===== src/rtl/core/sslg_pkg.sv =====
// ----------------------------------------------------------------------------
// sslg_pkg
// Shared types, codes and the level table of the silence skip level gate.
// ----------------------------------------------------------------------------
`default_nettype none
package sslg_pkg;

  localparam int unsigned SumW  = 42;
  localparam int unsigned RmsW  = 16;
  localparam int unsigned LvlW  = 16;
  localparam int unsigned PosW  = 14;
  localparam int unsigned ActW  = 3;

  localparam logic [1:0] ModeFrame = 2'd0;
  localparam logic [1:0] ModeStart = 2'd1;
  localparam logic [1:0] ModeEnd   = 2'd2;

  localparam logic [2:0] CfgStart  = 3'd0;
  localparam logic [2:0] CfgMiddle = 3'd1;
  localparam logic [2:0] CfgEnd    = 3'd2;
  localparam logic [2:0] CfgLoop   = 3'd3;
  localparam logic [2:0] CfgChan   = 3'd4;

  localparam logic [2:0] ActNone   = 3'd0;
  localparam logic [2:0] ActSeekSt = 3'd1;
  localparam logic [2:0] ActNext   = 3'd2;
  localparam logic [2:0] ActReplay = 3'd3;
  localparam logic [2:0] ActSeekMd = 3'd4;

  typedef enum logic [1:0] {
    StIdle,
    StRoot,
    StDecide,
    StOut
  } state_e;

  // lane sequencing: divide, then square root
  typedef enum logic [1:0] {
    LnIdle,
    LnDiv,
    LnSqrt,
    LnDone
  } lane_e;

  // lane control from the top level
  typedef struct packed {
    logic start;
    logic clear;
  } lane_ctl_t;

  // Amplitude for threshold dB, clamped to -1..100.
  function automatic logic [15:0] amp_of(input logic signed [7:0] db);
    logic [6:0] idx;
    logic [15:0] v;
    begin
      if (db < -8'sd1) idx = 7'd0;
      else if (db > 8'sd100) idx = 7'd101;
      else idx = 7'(db + 8'sd1);
      unique case (idx)
        7'd0, 7'd1, 7'd2, 7'd3, 7'd4: v = 16'd0;
        7'd5, 7'd6, 7'd7, 7'd8, 7'd9, 7'd10, 7'd11, 7'd12, 7'd13, 7'd14: v = 16'd1;
        7'd15, 7'd16, 7'd17, 7'd18: v = 16'd2;
        7'd19, 7'd20, 7'd21: v = 16'd3;
        7'd22, 7'd23: v = 16'd4;
        7'd24, 7'd25: v = 16'd5;
        7'd26: v = 16'd6;
        7'd27, 7'd28: v = 16'd7;
        7'd29: v = 16'd8;   7'd30: v = 16'd9;   7'd31: v = 16'd10;
        7'd32: v = 16'd12;  7'd33: v = 16'd13;  7'd34: v = 16'd15;
        7'd35: v = 16'd16;  7'd36: v = 16'd18;  7'd37: v = 16'd21;
        7'd38: v = 16'd23;  7'd39: v = 16'd26;  7'd40: v = 16'd29;
        7'd41: v = 16'd33;  7'd42: v = 16'd37;  7'd43: v = 16'd41;
        7'd44: v = 16'd46;  7'd45: v = 16'd52;  7'd46: v = 16'd58;
        7'd47: v = 16'd65;  7'd48: v = 16'd73;  7'd49: v = 16'd82;
        7'd50: v = 16'd92;  7'd51: v = 16'd104; 7'd52: v = 16'd116;
        7'd53: v = 16'd130; 7'd54: v = 16'd146; 7'd55: v = 16'd164;
        7'd56: v = 16'd184; 7'd57: v = 16'd207; 7'd58: v = 16'd232;
        7'd59: v = 16'd260; 7'd60: v = 16'd292; 7'd61: v = 16'd328;
        7'd62: v = 16'd368; 7'd63: v = 16'd413; 7'd64: v = 16'd463;
        7'd65: v = 16'd519; 7'd66: v = 16'd583; 7'd67: v = 16'd654;
        7'd68: v = 16'd734; 7'd69: v = 16'd823; 7'd70: v = 16'd924;
        7'd71: v = 16'd1036; 7'd72: v = 16'd1163; 7'd73: v = 16'd1305;
        7'd74: v = 16'd1464; 7'd75: v = 16'd1642; 7'd76: v = 16'd1843;
        7'd77: v = 16'd2068; 7'd78: v = 16'd2320; 7'd79: v = 16'd2603;
        7'd80: v = 16'd2920; 7'd81: v = 16'd3277; 7'd82: v = 16'd3677;
        7'd83: v = 16'd4125; 7'd84: v = 16'd4629; 7'd85: v = 16'd5193;
        7'd86: v = 16'd5827; 7'd87: v = 16'd6538; 7'd88: v = 16'd7336;
        7'd89: v = 16'd8231; 7'd90: v = 16'd9235; 7'd91: v = 16'd10362;
        7'd92: v = 16'd11627; 7'd93: v = 16'd13045; 7'd94: v = 16'd14637;
        7'd95: v = 16'd16423; 7'd96: v = 16'd18427; 7'd97: v = 16'd20675;
        7'd98: v = 16'd23198; 7'd99: v = 16'd26029; 7'd100: v = 16'd29205;
        7'd101: v = 16'd32768;
        default: v = 16'd0;
      endcase
      amp_of = v;
    end
  endfunction

endpackage
`default_nettype wire


===== src/rtl/core/sslg_lane.sv =====
// ----------------------------------------------------------------------------
// sslg_lane
// One channel: square-sum accumulator, restoring divider by the frame count,
// then bit-pair square root, one bit per cycle each.
// ----------------------------------------------------------------------------
`default_nettype none
module sslg_lane #(
  parameter int unsigned CntW = 13
) (
  input  wire logic                          clk_i,
  input  wire logic                          rst_ni,
  input  wire logic                          acc_i,
  input  wire logic signed [15:0]            sample_i,
  input  wire sslg_pkg::lane_ctl_t           ctl_i,
  input  wire logic [CntW-1:0]               count_i,
  output logic [sslg_pkg::RmsW-1:0]          rms_o,
  output logic                               done_o
);
  localparam int unsigned SumW = sslg_pkg::SumW;
  localparam logic [SumW-1:0] SumMax = {SumW{1'b1}};

  sslg_pkg::lane_e   st_q, st_d;
  logic [SumW-1:0]   sum_q, sum_d;
  logic [SumW-1:0]   quo_q;
  logic [CntW:0]     rem_q;
  logic [5:0]        step_q;
  logic [SumW+1:0]   rad_q;
  logic [SumW+1:0]   rem2_q;
  logic [21:0]       root_q;

  logic signed [31:0] smp_x;
  logic [31:0]       sq;
  logic [SumW:0]     sum_add;
  logic [CntW:0]     rem_sh;
  logic [SumW+1:0]   trial;
  logic [SumW+1:0]   r2_sh;

  assign smp_x   = 32'(sample_i);
  assign sq      = 32'(smp_x * smp_x);
  assign sum_add = {1'b0, sum_q} + {{(SumW-31){1'b0}}, sq};
  assign rem_sh  = {rem_q[CntW-1:0], quo_q[SumW-1]};
  assign r2_sh   = {rem2_q[SumW-1:0], rad_q[SumW+1:SumW]};
  assign trial   = {{(SumW-22){1'b0}}, root_q, 2'b01};

  // accumulate with saturation, clear after block end
  always_comb begin
    if (ctl_i.clear) sum_d = '0;
    else if (acc_i) sum_d = sum_add[SumW] ? SumMax : sum_add[SumW-1:0];
    else sum_d = sum_q;
  end

  always_comb begin
    st_d = st_q;
    unique case (st_q)
      sslg_pkg::LnIdle: if (ctl_i.start) st_d = sslg_pkg::LnDiv;
      sslg_pkg::LnDiv:  if (step_q == 6'(SumW - 1)) st_d = sslg_pkg::LnSqrt;
      sslg_pkg::LnSqrt: if (step_q == 6'd21) st_d = sslg_pkg::LnDone;
      sslg_pkg::LnDone: st_d = sslg_pkg::LnIdle;
      default: st_d = sslg_pkg::LnIdle;
    endcase
  end

  always_ff @(posedge clk_i or negedge rst_ni) begin
    if (!rst_ni) begin
      st_q  <= sslg_pkg::LnIdle;
      sum_q <= '0;
    end else begin
      st_q  <= st_d;
      sum_q <= sum_d;
    end
  end

  always_ff @(posedge clk_i) begin
    unique case (st_q)
      sslg_pkg::LnIdle: begin
        // take the sum including a closing frame accepted at this edge
        quo_q  <= sum_d;
        rem_q  <= '0;
        step_q <= '0;
      end
      sslg_pkg::LnDiv: begin
        // restoring divide, one quotient bit a cycle
        if (rem_sh >= {1'b0, count_i}) begin
          rem_q <= rem_sh - {1'b0, count_i};
          quo_q <= {quo_q[SumW-2:0], 1'b1};
        end else begin
          rem_q <= rem_sh;
          quo_q <= {quo_q[SumW-2:0], 1'b0};
        end
        if (step_q == 6'(SumW - 1)) begin
          step_q <= '0;
          rem2_q <= '0;
          root_q <= '0;
          rad_q  <= {2'b00, quo_q[SumW-2:0], (rem_sh >= {1'b0, count_i})};
        end else begin
          step_q <= step_q + 6'd1;
        end
      end
      sslg_pkg::LnSqrt: begin
        // one root bit per cycle from two radicand bits
        rad_q <= {rad_q[SumW-1:0], 2'b00};
        if (r2_sh >= trial) begin
          rem2_q <= r2_sh - trial;
          root_q <= {root_q[20:0], 1'b1};
        end else begin
          rem2_q <= r2_sh;
          root_q <= {root_q[20:0], 1'b0};
        end
        step_q <= step_q + 6'd1;
      end
      sslg_pkg::LnDone: ;
      default: ;
    endcase
  end

  assign done_o = (st_q == sslg_pkg::LnDone);
  assign rms_o  = (root_q > 22'd32768) ? 16'd32768 : root_q[15:0];

endmodule
`default_nettype wire


===== config.mk =====
export PLATFORM = sky130hd
export DESIGN_NAME = sslg_lane
export DESIGN_NICKNAME = d
export VERILOG_FILES = /design/src/rtl/core/sslg_pkg.sv /design/src/rtl/core/sslg_lane.sv
export SDC_FILE = /design/constraint.sdc
export NUM_CORES = 1
export LEC_CHECK = 0
export BUFFER_PORTS_ARGS = -buffer_cell sky130_fd_sc_hd__buf_2
export CAP_MARGIN = 10
export CORE_ASPECT_RATIO = 1.25
export CORE_MARGIN = 4
export CORE_UTILIZATION = 60
export CTS_CLUSTER_DIAMETER = 100
export DETAILED_ROUTE_END_ITERATION = 10
export PLACE_DENSITY_LB_ADDON = 0.12
export SETUP_SLACK_MARGIN = 0.05
export SLEW_MARGIN = 10
export SYNTH_ARGS = -nofsm -noshare
export SYNTH_HDL_FRONTEND = slang
export SYNTH_SLANG_ARGS = --single-unit

===== constraint.sdc =====
create_clock -name clk_i -period 8.9 [get_ports clk_i]
set_input_delay 0.89 -clock clk_i [delete_from_list [all_inputs] [get_ports clk_i]]
set_output_delay 0.89 -clock clk_i [all_outputs]
set_load 0.005 [all_outputs]

== Word level (Yosys, flattened, before mapping) ==
Cells that the tools add are included.
Cells by class
  $add $sub $neg: 4
  multipliers: 1
  div/mod/pow operators: 0
  magnitude comparators: 3
  equality and inequality tests: 8
  shifts and indexed selects: 0
  multiplexer cells: 22
  bitwise logic cells: 0
  reductions and logical operators: 6
Operator list (number)
  $mux 42: 5
  $pmux 42 s2: 2
  $pmux 44 s2: 1
  $ge 44x24->1: 1
  $mux 44: 1
  $pmux 22 s2: 1
  $add 42x32->43: 1
  $sub 42x24->42: 1
  $mul 16x16->32: 1
  $pmux 13 s2: 1
  $gt 22x16->1 const B: 1
  $mux 22: 1
  $pmux 6 s3: 1
  $mux 16: 1
  $ge 14x13->1: 1
  $mux 13: 1
  $sub 13x13->13: 1
  $pmux 2 s4: 1
  $add 6x1->6 const B: 1
  $eq 6x5->1 const B: 1
  $eq 6x6->1 const B: 1
  $mux 2: 3
  $mux 6: 1
  $ne 2x2->1 const B: 3
  other kinds (8): 11
Storage, ports and cells
  register bits after elaboration: 213
  latch bits: 0
  bits in writable memories: 0
  bits in read-only memories: 0
  bits of input ports: 34
  memories: 0

== Longest topological paths before layout ==
  depth after elaboration: 6
  mapped depth: 36

== Worst setup path after synthesis ==
OpenSTA, ideal clock, no wires.
  path type: input -> register
  start point: input sample_i[15]
  end point: register quo_q[4] (data pin)
  arrival: 8671 ps
  data required time: 8640 ps
  setup slack: -30 ps
  cell stages on the path: 32
  buffers on the path: 2
  path through: inv_1 clkbuf_1 nor2_1 fa_1 inv_1 fa_1 inv_1 fa_1 fa_1 fa_1 inv_1 fa_1 inv_1 ha_1 and3_1 a221o_1 a21oi_1 nand2_1 a311oi_1 nor3b_1 nor2_1 ha_1 a21o_1 o21bai_1 a21oi_1 nor2b_1 o21ai_0 nand3_1 a21oi_1 buf_2 a211oi_1 mux2_2
On the way
  cells in the longest elaborated chain, start to end: 6
Ends and longest elaborated chain
  start, declared: RTL line sslg_lane.sv:13  | input wire logic signed [15:0] sample_i,
  $mul 16x16->32: RTL line sslg_lane.sv:39  | assign sq = 32'(smp_x * smp_x);
  $add 42x32->43: RTL line sslg_lane.sv:40  | assign sum_add = {1'b0, sum_q} + {{(SumW-31){1'b0}}, sq};
  $mux 42 (2 in a row): RTL line sslg_lane.sv:48  | else if (acc_i) sum_d = sum_add[SumW] ? SumMax : sum_add[SumW-1:0];
  $mux 42: RTL line sslg_lane.sv:47  | if (ctl_i.clear) sum_d = '0;
  named net sum_d[4]: RTL line sslg_lane.sv:23  | logic [SumW-1:0] sum_q, sum_d;
  $pmux 42 s2: RTL line sslg_lane.sv:74  | unique case (st_q)
  end signal, assigned: RTL line sslg_lane.sv:77  | quo_q <= sum_d;
  end signal, assigned: RTL line sslg_lane.sv:85  | quo_q <= {quo_q[SumW-2:0], 1'b1};
  end signal, assigned: RTL line sslg_lane.sv:88  | quo_q <= {quo_q[SumW-2:0], 1'b0};
  end, declared: RTL line sslg_lane.sv:24  | logic [SumW-1:0] quo_q;
The timed path passes the listed nets, and every way through them passes these cells.
A chain may end at the register's enable or synchronous reset.

== Worst setup path after layout ==
  start point: input sample_i[15]
  end point: register quo_q[37] (data pin)
On the way
  cells in the longest elaborated chain, start to end: 6
Ends and longest elaborated chain (RTL line)
  $mul 16x16->32: sslg_lane.sv:39
  $add 42x32->43: sslg_lane.sv:40
  $mux 42 (2 in a row): sslg_lane.sv:48
  $mux 42: sslg_lane.sv:47
  $pmux 42 s2: sslg_lane.sv:74
Every way passes these cells.

==> impl_metrics.ini <==
[run_status]
outcome = complete, no violations

[setup_path]
cp_max_fo = 6
worst_path_max_delay_cell = fa_1
crit_required_ps = 9220
startpoint_type = input port
crit_type = in2reg
arrival_ps = 8790
slowest_delay_ps = 540
setup.worst_path.end_class = flip-flop

[floorplan]
num_rows = 78
fp.dieW_microns = 180
coreArea_sq_um = 36500
start_util_pct = 61.0
design.die.area_sq_um = 40300
boundaryPins = 51
die_y_microns = 223

[sta]
fin_crit_sh_pct = 95.2
slew_viol_final = 0
fmax_mhz = 118
finalSetupViolCount = 0
skew_ps = 12.9
worst_slack_ps = 429
rsz0062_at_grt = true
tightestPinTransition_ps = 1160
hold_viol = 0
finalSetupTns_ps = 0
slew_headroom_pct = 22.6
layout_min_cycle_time_ps = 8470

[clock_network]
clkTransAtPathRegs_ps = 60
clock_sinks = 213
cts_root_buf = clkbuf_16
cts_tree = done
numCtsBuffers = 23
clockBufferDepth = 3
holdBufCountCts = 0
clk-insertion-delay-late_ps = 510
htree_levels = 1

[logic_synthesis]
syn-num-nets = 2744
seq_area_frac_synth_pct = 27.7
synth_area_leaders = edfxtp_1 (23%), fa_1 (21%), ha_1 (9.6%)
ys_ff_latch = 213
avgSynthCellArea_sq_um = 9.68
synthArstFlopShare_pct = 20.7
synth_edf_count = 169
synth_top_cell_by_area = edfxtp_1
synth_area_sq_um = 22300
ys_types = 76
synth_ff_type = edfxtp_1
ys_warn_count = 0
synth.top_cell.area_share_pct = 22.8
synthCells = 2301

[final_layout]
fillCellCount = 2948
num_antenna_cells = 0
nets = 2876
final_common_cell = inv_1
drive_gt1_share_pct = 12.6
regArea_sq_um = 6180
area_growth_syn_to_layout_pct = 10.5
final_cell_mix = inv_1 (398), fa_1 (237), nor2_1 (202), nand2_1 (192)
finish.utilization_pct = 67.4
multiInputGateArea_sq_um = 14400

[placement]
pre_cts_ws_ps = -159
port_buffers = 50
place_congestion = 0.886
dp_hpwl_microns = 38500

[route]
vias_per_cell = 5.66
drt-pass1-iter-count = 5
num_vias = 16600
drc = 0
wl_per_cell_microns = 16.6
drt-initial-drc-count = 904
wl_microns = 48500
ant_nets = 0

[global_routing]
grt.total_usage_pct = 24.0
grt_max_degree = 73
grt_pass1_wl_microns = 81400
overflow = 0
antenna_found_initial = 0
first_global_vias = 17300

[run]
maxCapViolCount = 0

[min_path]
min_path_type = in2async
-- final timing paths --
check,cells past startpoint,end,from,slack [ps]
setup / recovery,33,quo_q[37]$_DFFE_PP_,sample_i[15],430
hold / removal,2,sum_q[33]$_DFF_PN0_,rst_ni,480
max in group asynchronous,2,sum_q[10]$_DFF_PN0_,rst_ni,7970
min in group clk_i,1,rad_q[43]$_SDFFCE_PN0P_,rad_q[41]$_DFFE_PP_,530
hold reg to reg,1,rad_q[43]$_SDFFCE_PN0P_,rad_q[41]$_DFFE_PP_,530
setup reg to reg,11,rem2_q[23]$_SDFFCE_PN0P_,root_q[0]$_SDFFCE_PN0P_,4930
-- cell type report --
cell class / count / share of cell area [%]
inverter: 399 / 6.09
sequential: 213 / 25.1
multi-input combinational: 1620 / 58.4
timing repair buffer: 176 / 5.02
clock buffer: 28 / 2.46
tap: 480 / 2.44
clock inverter: 12 / 0.513
-- cells in the mapped netlist (all sizes together), types with 7 or more instances --
cell type	count
o21ai	46
mux2i	26
o21bai	11
a31oi	14
nor4	10
o21a	14
o41ai	7
xor2	36
a21boi	7
clkbuf	57
nand2b	16
nor2b	33
edfxtp	169
o31ai	10
ha	171
nand2	192
a21oi	112
buf	12
nand3	33
nor2	203
a21o	38
dfrtp	44
nor3	37
mux2	63
xnor2	72
inv	398
fa	238
or3	8
and2	72
and3	16
nand4	18
a211oi	44
-- registers in the layout (all words and copies together), names as in the netlist --
signal / flops
quo_q: 42
rad_q: 44
rem2_q: 42
rem_q: 13
root_q: 22
st_q: 2
step_q: 6
sum_q: 42
-- metrics by stage --
stage	cell area [sq um]	hold slack, ps	instances
after floorplan	22300	503	2301
after CTS	24600	503	2928
after detailed placement	23800	515	2888
final	24600	480	2928
after global placement	23800	517	2888
after global routing	24600	525	2928
-- cells by family after synthesis --
kind of cell    share of synthesized area [%]
simple gates                             13.9
compound gates                           10.8
flops                                    27.7
buf+inv                                  8.02
mux                                      4.35
fa+ha+maj                                31.0
xor+xnor                                 4.25
-- critical path: cells and delay by family --
family                   cells  cell delay, ps
XOR/XNOR                     2             260
adder cells (fa/ha/maj)      8            3590
AO/OA/AOI/OAI                9            2180
AND/OR/NAND/NOR              5             710
buffers and inverters        9            1150
-- per-layer routing --
layer / track usage [%] / wire length (microns)
met5: 0 / 0
met4: 5.42 / 1060
met3: 2.54 / 2100
met2: 44.8 / 26000
met1: 30.1 / 19300
-- what timing repair did --
action                                  in CTS  in global routing
setup buffers                                0                  0
resized for setup                            0                 11
endpoints found under the setup margin       0                 42
Power is left out: the tool's default activity adds up to more than one toggle a clock period on the data nets, which glitch-free logic cannot reach.
